$ cat src/rtl/core/paoor_pkg.sv
package paoor_pkg;

  typedef enum logic [1:0] {
    CMD_WRITE  = 2'd0,
    CMD_RELINQ = 2'd1,
    CMD_READ   = 2'd2,
    CMD_TICK   = 2'd3
  } cmd_t;

  typedef enum logic [1:0] {
    ST_OK      = 2'd0,
    ST_RANGE   = 2'd1,
    ST_DENIED  = 2'd2,
    ST_UNKNOWN = 2'd3
  } status_t;

  typedef enum logic [2:0] {
    REG_RELINQ_DEFAULT = 3'd0,
    REG_HI_LIM         = 3'd1,
    REG_LO_LIM         = 3'd2,
    REG_DEADBAND       = 3'd3,
    REG_DLY_TICKS      = 3'd4,
    REG_LIM_EN         = 3'd5,
    REG_EVT_EN         = 3'd6
  } reg_idx_t;

  // alarm state codes
  localparam logic [1:0] EV_NORMAL = 2'd0;
  localparam logic [1:0] EV_HIGH   = 2'd1;
  localparam logic [1:0] EV_LOW    = 2'd2;
  localparam logic [1:0] EV_STRAY  = 2'd3;

  localparam int LIM_LOW_BIT      = 0;
  localparam int LIM_HIGH_BIT     = 1;
  localparam int EV_OFFNORMAL_BIT = 0;
  localparam int EV_TONORMAL_BIT  = 2;

  localparam int PIDX_W    = 4;   // enough for 16 priorities
  localparam int LVL_INT_W = 7;   // whole levels 0..100

  localparam logic signed [15:0] LEVEL_MAX_Q88 = 16'sd25600;
  localparam logic [7:0]         RESERVED_PRIO = 8'd6;

  typedef struct packed {
    logic signed [15:0] relinq_dflt;
    logic signed [15:0] hi_lim;
    logic signed [15:0] lo_lim;
    logic signed [15:0] deadband;
    logic [15:0]        dly_ticks;
    logic [1:0]         lim_en;
    logic [2:0]         evt_en;
  } cfg_regs_t;

  typedef struct packed {
    cmd_t                 cmd;
    logic                 known;
    logic                 apply;
    status_t              status;
    logic [7:0]           inst;
    logic [PIDX_W-1:0]    pidx;
    logic [LVL_INT_W-1:0] lvl_int;
  } cmd_word_t;

  typedef struct packed {
    status_t            status;
    logic signed [15:0] pres_val;
    logic [1:0]         ev_state;
    logic [1:0]         from_state;
    logic               event_changed;
    logic signed [15:0] exceeded_limit;
  } result_t;

endpackage

$ cat src/rtl/core/paoor_front.sv
module paoor_front #(
  parameter int INSTANCES       = 4,
  parameter int PRIORITY_LEVELS = 16
) (
  input  logic                  clk,
  input  logic                  rst_n,
  input  logic                  push,
  output logic                  full,
  input  logic [1:0]            in_command,
  input  logic [7:0]            in_instance_req,
  input  logic [7:0]            in_priority_req,
  input  logic signed [15:0]    in_level,
  input  logic                  cq_pop,
  output logic                  cq_empty,
  output paoor_pkg::cmd_word_t  cq_head
);
  import paoor_pkg::*;

  cmd_word_t  word;
  cmd_word_t  q_r [2];
  logic       wp_r, rp_r;
  logic [1:0] cnt_r;
  logic       known, prio_ok, lvl_ok, reserved, wr_ok;
  logic       push_ok, pop_ok;

  // classify
  always_comb begin
    known    = {1'b0, in_instance_req} < 9'(INSTANCES);
    prio_ok  = (in_priority_req >= 8'd1) && (in_priority_req <= 8'(PRIORITY_LEVELS));
    lvl_ok   = (in_level >= 16'sd0) && (in_level <= LEVEL_MAX_Q88);
    reserved = in_priority_req == RESERVED_PRIO;
    wr_ok    = prio_ok && !reserved && lvl_ok;

    word         = '0;
    word.cmd     = cmd_t'(in_command);
    word.known   = known;
    word.inst    = in_instance_req;
    word.pidx    = PIDX_W'(in_priority_req - 8'd1);
    word.lvl_int = in_level[14:8];
    word.status  = ST_OK;
    word.apply   = 1'b0;
    case (word.cmd)
      CMD_WRITE: begin
        word.apply = wr_ok;
        if (wr_ok)
          word.status = ST_OK;
        else if (reserved)
          word.status = ST_DENIED;
        else
          word.status = ST_RANGE;
      end
      CMD_RELINQ: begin
        word.apply  = prio_ok;
        word.status = prio_ok ? ST_OK : ST_RANGE;
      end
      default: begin
        word.apply  = 1'b0;
        word.status = ST_OK;
      end
    endcase
    if (!known) begin
      word.apply  = 1'b0;
      word.status = ST_UNKNOWN;
    end
  end

  // two-word command queue
  assign full     = cnt_r == 2'd2;
  assign cq_empty = cnt_r == 2'd0;
  assign push_ok  = push && !full;
  assign pop_ok   = cq_pop && !cq_empty;
  assign cq_head  = q_r[rp_r];

  always_ff @(posedge clk) begin
    if (!rst_n) begin
      wp_r  <= 1'b0;
      rp_r  <= 1'b0;
      cnt_r <= 2'd0;
    end else begin
      if (push_ok)
        wp_r <= !wp_r;
      if (pop_ok)
        rp_r <= !rp_r;
      if (push_ok && !pop_ok)
        cnt_r <= cnt_r + 2'd1;
      else if (!push_ok && pop_ok)
        cnt_r <= cnt_r - 2'd1;
    end
  end

  always_ff @(posedge clk) begin
    if (push_ok)
      q_r[wp_r] <= word;
  end

endmodule

$ cat src/rtl/core/paoor_back.sv
module paoor_back #(
  parameter int INSTANCES       = 4,
  parameter int PRIORITY_LEVELS = 16
) (
  input  logic                  clk,
  input  logic                  rst_n,
  input  paoor_pkg::cfg_regs_t  cfg,
  input  logic                  dly_reload,
  input  logic                  cq_empty,
  input  paoor_pkg::cmd_word_t  cq_head,
  output logic                  cq_pop,
  input  logic                  res_full,
  output logic                  res_push,
  output paoor_pkg::result_t    res_word
);
  import paoor_pkg::*;

  localparam int IW     = (INSTANCES > 1) ? $clog2(INSTANCES) : 1;
  localparam int PW     = $clog2(PRIORITY_LEVELS);
  localparam int LVL_AW = IW + PW;

  typedef struct packed {
    logic [PRIORITY_LEVELS-1:0] mask;   // set = entry holds a level
    logic [1:0]                 alarm;
    logic [15:0]                delay;
  } row_t;

  typedef enum logic [1:0] {B_IDLE, B_UPD, B_RD, B_EVAL} state_t;

  state_t state_r;

  row_t                 row_mem [INSTANCES];
  logic [LVL_INT_W-1:0] lvl_mem [2**LVL_AW];

  logic [INSTANCES-1:0] row_vld_r, stale_r;

  cmd_word_t            cw_r;
  row_t                 row_rd_r;
  logic                 vld_rd_r, stale_rd_r;
  logic [LVL_INT_W-1:0] lvl_rd_r;
  logic [PRIORITY_LEVELS-1:0] mask_r;
  logic [1:0]           alarm_r;
  logic [15:0]          delay_r;
  logic [PW-1:0]        first_r;
  logic                 any_r;

  logic                 start;
  logic [IW-1:0]        cur_idx, head_idx;
  logic [PW-1:0]        pidx;
  logic [PRIORITY_LEVELS-1:0] mask_new;
  logic [PW-1:0]        first;
  logic                 any;
  logic                 lvl_wr, row_wr;

  logic signed [15:0]   pv;
  logic signed [17:0]   pv_x, hi_x, lo_x, hi_db, lo_db;
  logic                 is_tick, cond, hi_en, lo_en, off_en, norm_en;
  logic [1:0]           target, new_alarm;
  logic [15:0]          new_delay;
  logic                 changed;
  logic signed [15:0]   exceeded;

  assign start    = (state_r == B_IDLE) && !cq_empty && !res_full;
  assign cq_pop   = start;
  assign head_idx = cq_head.inst[IW-1:0];
  assign cur_idx  = cw_r.inst[IW-1:0];
  assign pidx     = cw_r.pidx[PW-1:0];

  always_ff @(posedge clk) begin
    if (!rst_n) begin
      state_r <= B_IDLE;
    end else begin
      unique case (state_r)
        B_IDLE:  if (start) state_r <= B_UPD;
        B_UPD:   state_r <= B_RD;
        B_RD:    state_r <= B_EVAL;
        B_EVAL:  state_r <= B_IDLE;
        default: state_r <= B_IDLE;
      endcase
    end
  end

  // row fetch
  always_ff @(posedge clk) begin
    if (start) begin
      cw_r       <= cq_head;
      row_rd_r   <= row_mem[head_idx];
      vld_rd_r   <= row_vld_r[head_idx];
      stale_rd_r <= stale_r[head_idx];
    end
  end

  // apply the command to the null mask, find the first non-null entry
  always_comb begin
    mask_new = vld_rd_r ? row_rd_r.mask : '0;
    if (cw_r.apply)
      mask_new[pidx] = cw_r.cmd == CMD_WRITE;
    first = '0;
    any   = 1'b0;
    for (int i = PRIORITY_LEVELS - 1; i >= 0; i--) begin
      if (mask_new[i]) begin
        first = PW'(i);
        any   = 1'b1;
      end
    end
  end

  assign lvl_wr = (state_r == B_UPD) && cw_r.apply && (cw_r.cmd == CMD_WRITE);

  always_ff @(posedge clk) begin
    if (state_r == B_UPD) begin
      mask_r  <= mask_new;
      alarm_r <= vld_rd_r ? row_rd_r.alarm : EV_NORMAL;
      delay_r <= stale_rd_r ? cfg.dly_ticks : row_rd_r.delay;
      first_r <= first;
      any_r   <= any;
    end
  end

  always_ff @(posedge clk) begin
    if (lvl_wr)
      lvl_mem[{cur_idx, pidx}] <= cw_r.lvl_int;
    if (state_r == B_RD)
      lvl_rd_r <= lvl_mem[{cur_idx, first_r}];
  end

  // alarm evaluation
  always_comb begin
    pv      = any_r ? {1'b0, lvl_rd_r, 8'h00} : cfg.relinq_dflt;
    pv_x    = 18'(pv);
    hi_x    = 18'(cfg.hi_lim);
    lo_x    = 18'(cfg.lo_lim);
    hi_db   = hi_x - 18'(cfg.deadband);
    lo_db   = lo_x + 18'(cfg.deadband);
    hi_en   = cfg.lim_en[LIM_HIGH_BIT];
    lo_en   = cfg.lim_en[LIM_LOW_BIT];
    off_en  = cfg.evt_en[EV_OFFNORMAL_BIT];
    norm_en = cfg.evt_en[EV_TONORMAL_BIT];
    is_tick = (cw_r.cmd == CMD_TICK) && (cfg.lim_en != 2'd0);

    cond   = 1'b0;
    target = EV_NORMAL;
    case (alarm_r)
      EV_NORMAL: begin
        if ((pv_x > hi_x) && hi_en && off_en) begin
          cond   = 1'b1;
          target = EV_HIGH;
        end else if ((pv_x < lo_x) && lo_en && off_en) begin
          cond   = 1'b1;
          target = EV_LOW;
        end
      end
      EV_HIGH: cond = (pv_x < hi_db) && hi_en && norm_en;
      EV_LOW:  cond = (pv_x > lo_db) && lo_en && norm_en;
      default: cond = 1'b0;
    endcase

    new_alarm = alarm_r;
    new_delay = delay_r;
    // a stray fourth code is left alone, countdown included
    if (is_tick && (alarm_r != EV_STRAY)) begin
      if (!cond)
        new_delay = cfg.dly_ticks;
      else if (delay_r == 16'd0)
        new_alarm = target;
      else
        new_delay = delay_r - 16'd1;
    end

    changed  = new_alarm != alarm_r;
    exceeded = '0;
    if (changed) begin
      if ((new_alarm == EV_HIGH) || ((new_alarm == EV_NORMAL) && (alarm_r == EV_HIGH)))
        exceeded = cfg.hi_lim;
      else
        exceeded = cfg.lo_lim;
    end

    res_word = '0;
    if (!cw_r.known) begin
      res_word.status = ST_UNKNOWN;
    end else begin
      res_word.status         = cw_r.status;
      res_word.pres_val       = pv;
      res_word.ev_state       = new_alarm;
      res_word.from_state     = alarm_r;
      res_word.event_changed  = changed;
      res_word.exceeded_limit = exceeded;
    end
  end

  assign res_push = state_r == B_EVAL;
  assign row_wr   = (state_r == B_EVAL) && cw_r.known;

  always_ff @(posedge clk) begin
    if (row_wr)
      row_mem[cur_idx] <= '{mask: mask_r, alarm: new_alarm, delay: new_delay};
  end

  // row_vld: row holds real mask/alarm; stale: delay reads as the reload value
  always_ff @(posedge clk) begin
    if (!rst_n) begin
      row_vld_r <= '0;
      stale_r   <= '1;
    end else begin
      if (dly_reload)
        stale_r <= '1;
      if (row_wr) begin
        row_vld_r[cur_idx] <= 1'b1;
        stale_r[cur_idx]   <= 1'b0;
      end
    end
  end

endmodule

$ cat src/rtl/core/paoor_resq.sv
module paoor_resq (
  input  logic                clk,
  input  logic                rst_n,
  input  logic                res_push,
  input  paoor_pkg::result_t  res_word,
  output logic                res_full,
  input  logic                pop,
  output logic                empty,
  output paoor_pkg::result_t  head
);
  import paoor_pkg::*;

  result_t    q_r [2];
  logic       wp_r, rp_r;
  logic [1:0] cnt_r;
  logic       push_ok, pop_ok;

  assign res_full = cnt_r == 2'd2;
  assign empty    = cnt_r == 2'd0;
  assign push_ok  = res_push && !res_full;
  assign pop_ok   = pop && !empty;
  assign head     = q_r[rp_r];

  always_ff @(posedge clk) begin
    if (!rst_n) begin
      wp_r  <= 1'b0;
      rp_r  <= 1'b0;
      cnt_r <= 2'd0;
    end else begin
      if (push_ok)
        wp_r <= !wp_r;
      if (pop_ok)
        rp_r <= !rp_r;
      if (push_ok && !pop_ok)
        cnt_r <= cnt_r + 2'd1;
      else if (!push_ok && pop_ok)
        cnt_r <= cnt_r - 2'd1;
    end
  end

  always_ff @(posedge clk) begin
    if (push_ok)
      q_r[wp_r] <= res_word;
  end

endmodule

$ cat src/rtl/core/priority_array_out_of_range_alarm.sv
// channel   ports                                        handshake
// -------   -------------------------------------------  ------------------------
// input     in_command in_instance_req in_priority_req   push & !full
//           in_level
// result    out_status out_pres_val out_ev_state         pop & !empty
//           out_from_state out_event_changed out_exceeded_limit
// config    cfg_index cfg_wdata                          cfg_we, no wait
//
// Each word passes through the back-end sequencer in order: instance row read, mask update
// with priority encode, level memory read, alarm evaluation and write-back; the sequencer
// takes the next word only after write-back. The front end takes a word every cycle into a
// 2-deep command queue while that queue is not full; results wait in a 2-deep result queue,
// and the back end holds off while that queue is full. Reset is synchronous; per-instance
// valid and stale bits stand in for clearing the tables, so words are accepted right after reset.
module priority_array_out_of_range_alarm #(
  parameter int INSTANCES       = 4,
  parameter int PRIORITY_LEVELS = 16
) (
  input  logic               clk,
  input  logic               rst_n,
  input  logic               push,
  output logic               full,
  input  logic [1:0]         in_command,
  input  logic [7:0]         in_instance_req,
  input  logic [7:0]         in_priority_req,
  input  logic signed [15:0] in_level,
  output logic               empty,
  input  logic               pop,
  output logic [1:0]         out_status,
  output logic signed [15:0] out_pres_val,
  output logic [1:0]         out_ev_state,
  output logic [1:0]         out_from_state,
  output logic               out_event_changed,
  output logic signed [15:0] out_exceeded_limit,
  input  logic               cfg_we,
  input  logic [2:0]         cfg_index,
  input  logic [15:0]        cfg_wdata
);
  import paoor_pkg::*;

  cfg_regs_t cfg_r, cfg_nxt;
  logic      dly_reload;
  logic      cq_pop, cq_empty;
  cmd_word_t cq_head;
  logic      res_push, res_full;
  result_t   res_word, head;

  always_comb begin
    cfg_nxt = cfg_r;
    if (cfg_we) begin
      unique case (cfg_index)
        REG_RELINQ_DEFAULT: cfg_nxt.relinq_dflt = cfg_wdata;
        REG_HI_LIM:         cfg_nxt.hi_lim      = cfg_wdata;
        REG_LO_LIM:         cfg_nxt.lo_lim      = cfg_wdata;
        REG_DEADBAND:       cfg_nxt.deadband    = cfg_wdata;
        REG_DLY_TICKS:      cfg_nxt.dly_ticks   = cfg_wdata;
        REG_LIM_EN:         cfg_nxt.lim_en      = cfg_wdata[1:0];
        REG_EVT_EN:         cfg_nxt.evt_en      = cfg_wdata[2:0];
        default: ;
      endcase
    end
  end

  always_ff @(posedge clk) begin
    if (!rst_n)
      cfg_r <= '0;
    else
      cfg_r <= cfg_nxt;
  end

  // writing the delay register reloads every countdown
  assign dly_reload = cfg_we && (cfg_index == REG_DLY_TICKS);

  paoor_front #(
    .INSTANCES       (INSTANCES),
    .PRIORITY_LEVELS (PRIORITY_LEVELS)
  ) u_front (
    .clk             (clk),
    .rst_n           (rst_n),
    .push            (push),
    .full            (full),
    .in_command      (in_command),
    .in_instance_req (in_instance_req),
    .in_priority_req (in_priority_req),
    .in_level        (in_level),
    .cq_pop          (cq_pop),
    .cq_empty        (cq_empty),
    .cq_head         (cq_head)
  );

  paoor_back #(
    .INSTANCES       (INSTANCES),
    .PRIORITY_LEVELS (PRIORITY_LEVELS)
  ) u_back (
    .clk        (clk),
    .rst_n      (rst_n),
    .cfg        (cfg_r),
    .dly_reload (dly_reload),
    .cq_empty   (cq_empty),
    .cq_head    (cq_head),
    .cq_pop     (cq_pop),
    .res_full   (res_full),
    .res_push   (res_push),
    .res_word   (res_word)
  );

  paoor_resq u_resq (
    .clk      (clk),
    .rst_n    (rst_n),
    .res_push (res_push),
    .res_word (res_word),
    .res_full (res_full),
    .pop      (pop),
    .empty    (empty),
    .head     (head)
  );

  assign out_status         = head.status;
  assign out_pres_val       = head.pres_val;
  assign out_ev_state       = head.ev_state;
  assign out_from_state     = head.from_state;
  assign out_event_changed  = head.event_changed;
  assign out_exceeded_limit = head.exceeded_limit;

`ifndef SYNTHESIS
  a_res_no_overflow: assert property (@(posedge clk) disable iff (!rst_n)
    res_push |-> !res_full)
    else $error("result pushed into a full result queue");

  a_change_moves_state: assert property (@(posedge clk) disable iff (!rst_n)
    (!empty && out_event_changed) |-> (out_ev_state != out_from_state))
    else $error("event_changed without a state change");

  a_unknown_zero: assert property (@(posedge clk) disable iff (!rst_n)
    (!empty && (out_status == ST_UNKNOWN)) |->
      ((out_pres_val == 16'sd0) && !out_event_changed &&
       (out_exceeded_limit == 16'sd0)))
    else $error("unknown instance result carries data");
`endif

endmodule

$ cat config.mk
export PLATFORM = sky130hd
export DESIGN_NAME = priority_array_out_of_range_alarm
export DESIGN_NICKNAME = d
export VERILOG_FILES = /design/src/rtl/core/paoor_pkg.sv /design/src/rtl/core/paoor_front.sv /design/src/rtl/core/paoor_back.sv /design/src/rtl/core/paoor_resq.sv /design/src/rtl/core/priority_array_out_of_range_alarm.sv
export SDC_FILE = /design/constraint.sdc
export NUM_CORES = 1
export LEC_CHECK = 0
export CORE_ASPECT_RATIO = 0.8
export CORE_MARGIN = 4
export CORE_UTILIZATION = 30
export CTS_BUF_LIST = sky130_fd_sc_hd__clkbuf_8
export DETAILED_ROUTE_END_ITERATION = 10
export DONT_BUFFER_PORTS = 1
export HOLD_SLACK_MARGIN = 0.05
export PLACE_DENSITY_LB_ADDON = 0.08
export SETUP_SLACK_MARGIN = 0.5
export SLEW_MARGIN = 30
export SYNTH_ARGS = -nofsm -noshare
export SYNTH_HDL_FRONTEND = slang
export SYNTH_SLANG_ARGS = --single-unit
$ cat constraint.sdc
create_clock -name clk -period 6.4 [get_ports clk]
set_clock_uncertainty 0.15 [all_clocks]
set_input_delay 0.64 -clock clk [delete_from_list [all_inputs] [get_ports clk]]
set_output_delay 0.64 -clock clk [all_outputs]
set_load 0.1 [all_outputs]
==> flow_metrics.py <==
metrics = {
    "pwr": {
        "ir_worst_vdd_mv": 0.220,
        "powerDensity_nw_per_um2": 388,
        "p_leak_uw": 0.0147,
        "p_total_uw": 17300,
    },
    "worst_setup_path": {
        "cp_common_cell": "a21o_1",
        "cp_slowest_stage_delay_ns": 0.44,
        "crit_path_start_kind": "flop",
        "cp-end-kind": "flop",
        "critPathBufInv": 3,
        "slowest_stage": "o41a_1",
        "worstPathArrival_ns": 6.02,
        "setup.worst_path.class": "reg2reg",
        "critPathRequiredTime_ns": 6.82,
        "path_max_fanout": 8,
        "worstPathCellList": "inv_2 -> ha_1 -> a21o_1 -> a21o_1 -> a21o_1 -> a31o_2 -> a41o_1 -> o41a_1 -> a211o_1 -> a21oi_2 -> xor2_1 -> ha_1 -> a2111oi_4 -> a21oi_1 -> o41a_1 -> o211a_4 -> a21o_4 -> mux2i_4 -> buf_12 -> buf_16 -> mux2i_1 -> nor2_1",
        "cp_top_family": "compound AO/OA/AOI/OAI gates",
    },
    "yosys": {
        "yosysTopAreaCell": "edfxtp_1",
        "async_flop_share": 0,
        "syn_area_um2": 38900,
        "yosysWarnings": 0,
        "synth_seq_area_share": 0.672,
        "synthCells": 2602,
        "synthDistinctLibCells": 71,
        "yosysMostFrequentCell": "edfxtp_1",
        "synth_area_leaders": "edfxtp_1 62%, mux4_2 8.5%, dfxtp_1 5.4%",
        "synth_top_area_frac": 0.618,
        "synthesis.nets": 2774,
        "netlist_top_cells_count": "801 x edfxtp_1, 370 x nand2_1, 147 x mux4_2",
        "synth_ff_type": "edfxtp_1",
        "synth-edff-count": 801,
        "ys_ff_latch": 905,
        "post_synth.cell_area_avg_um2": 15.0,
    },
    "detailed_routing": {
        "wl_per_cell_um": 24.1,
        "drtAntennaViolNets": 0,
        "drt-pass1-iter-count": 6,
        "drc_errors": 0,
        "vias_per_cell": 4.88,
        "wl_um": 110000,
        "vias": 22341,
        "drt_iter0_drc": 1504,
    },
    "grt": {
        "grt_max_degree": 105,
        "grt_pass1_vias": 23293,
        "grt_pass1_wl_um": 162000,
        "gr-usage-all-layers": 0.164,
        "antenna_found_initial": 8,
        "grt.overflow.total": 0,
    },
    "floorplanning": {
        "initial_core_util": 0.304,
        "rows": 117,
        "die_w_um": 411,
        "ioPinCount": 99,
        "fp.coreArea_um2": 128000,
        "dieArea_um2": 136000,
        "dieHeight_um": 330,
    },
    "place": {
        "dpl-instance-area_um2": 41000,
        "dpl.hpwl_um": 68900,
        "port_buffers": 0,
        "place_congestion": 0.789,
        "dp_cells": 4250,
    },
    "finish": {
        "fin_area_um2": 44500,
        "area_delta_synth_final_pct": 14.3,
        "finalNonFillerCells": 4579,
        "finalNetCount": 2902,
        "final_core_util": 0.348,
        "nFillCells": 12391,
        "drive_gt1_frac": 0.184,
    },
    "clock_tree": {
        "clock_latency_ns": 0.87,
        "clkTransAtPathRegs_ns": 0.06,
        "cts_tree": "built",
        "cts.root.buffer_cell": "clkbuf_8",
        "clock-sinks": 905,
        "numCtsBuffers": 155,
        "clockBufferDepth": 3,
        "htreeDepth": 4,
    },
    "timing": {
        "tightest_slew_ns": 1.00,
        "slew_headroom": 0.331,
        "period_share": 0.875,
        "clock.fmax_mhz": 179,
        "min_period_ns": 5.60,
        "setup_viol": 0,
        "maxSlewViolCount": 0,
        "hold_viol": 0,
        "setup_tns_ns": 0,
        "rsz0062_at_grt": "no",
    },
    "run_status": {
        "status": "finished, final reports clean",
    },
    "job": {
        "maxCapViolCount": 0,
    },
    "min_path": {
        "min_path_type": "in2reg",
    },
}
## area by class of cell
type                       count  area (um2)  area share
tap                         1725        2160      0.0485
multi-input combinational   1500       12200       0.274
clock buffer                 165        2270      0.0511
inverter                      84         318     0.00715
sequential                   905       26100       0.588
antenna                        4        10.0    0.000225
timing repair buffer          84         847      0.0190
clock inverter               112         563      0.0127
## report_power, final
group          switching [uW]  total (uW)  internal [uW]
Sequential                300        7710           7410
Combinational            3060        4670           1610
Clock                    2440        4880           2440
## cells in the final DEF, fill, tap and decap left out, types with 17 or more instances in the layout
cell,n
inv_1,138
mux2i_1,28
edfxtp_1,801
ha_1,111
nand2_1,369
nand4_1,24
clkbuf_8,165
a21oi_1,53
a31oi_1,45
a21o_1,18
mux2_2,80
xor2_1,17
and2_1,30
a21boi_0,85
buf_4,35
o21ai_0,35
nor3_1,19
nor2b_1,26
nand3_1,34
and3_1,45
clkinv_1,25
nor2_1,134
o31ai_1,17
dlygate4sd3_1,41
mux4_2,147
dfxtp_1,99
nand2b_1,18
xnor2_1,17
## worst min-delay path, cell delays in order
cell and delay, ns:
nor2b_1 0.14, nand3_1 0.19, mux2i_1 0.10, nor2b_1 0.10
## cell families (layout without fill, tap and decap cells)
family / Yosys count / count (layout) / synth area share
compound gates: 341 / 341 / 0.0603
xor+xnor: 34 / 34 / 0.00765
fa+ha+maj: 114 / 114 / 0.0371
buf+inv: 197 / 445 / 0.0196
flops: 905 / 905 / 0.672
mux: 258 / 258 / 0.117
other cells: 0 / 4 / 0
simple gates: 753 / 753 / 0.0870
## routing by layer
layer	vias up	share of wire	GRT usage	routed length [um]
li1	10213	-	-	-
met1	11404	0.47	0.227	51600
met2	552	0.46	0.262	51200
met3	168	0.049	0.0353	5390
met4	4	0.021	0.0475	2280
met5	-	0.00024	0	27
## sequential cells by signal, indices dropped and copies added, names as in the netlist, 16 cells and up, named ones only
| signal | flops |
|---|---|
| u_back.lvl_mem | 448 |
| u_back.delay_r | 16 |
| u_resq.q_r | 78 |
| u_back.row_rd_r | 34 |
| u_back.mask_r | 16 |
| cfg_r | 84 |
| u_back.row_mem | 136 |
| u_front.q_r | 38 |
## stage by stage
stage | hold slack [ns] | setup WS (ns)
after CTS | 0.0851 | 0.507
after floorplan | 0.291 | 0.984
final | 0.214 | 0.800
after global placement | 0.300 | 0.460
after detailed placement | 0.303 | 0.444
after global routing | 0.158 | 0.499
## path summary, 6_finish.rpt
| check | start | end | slack, ns | depth (start not counted) |
|---|---|---|---|---|
| min | cfg_index[1] | cfg_r[0]$_SDFFE_PN0P_ | 0.21 | 4 |
| min reg2reg | u_back.row_vld_r[2]$_SDFFE_PN0P_ | u_back.row_vld_r[2]$_SDFFE_PN0P_ | 0.32 | 1 |
| max | cfg_r[22]$_SDFFE_PN0P_ | u_resq.q_r[0][9]$_DFFE_PP_ | 0.80 | 22 |
| max reg2reg | cfg_r[22]$_SDFFE_PN0P_ | u_resq.q_r[0][9]$_DFFE_PP_ | 0.80 | 22 |
## what timing repair did
item                                   in CTS  in global routing
setup endpoints to repair                  22                 96
setup buffers                               1                  4
hold buffers                               42                  0
pin swaps                                   0                 12
gates resized for setup                     5                 14
endpoints found under the hold margin     142                  0
cloned                                      1                  0
(Power assumes the default switching activity.)
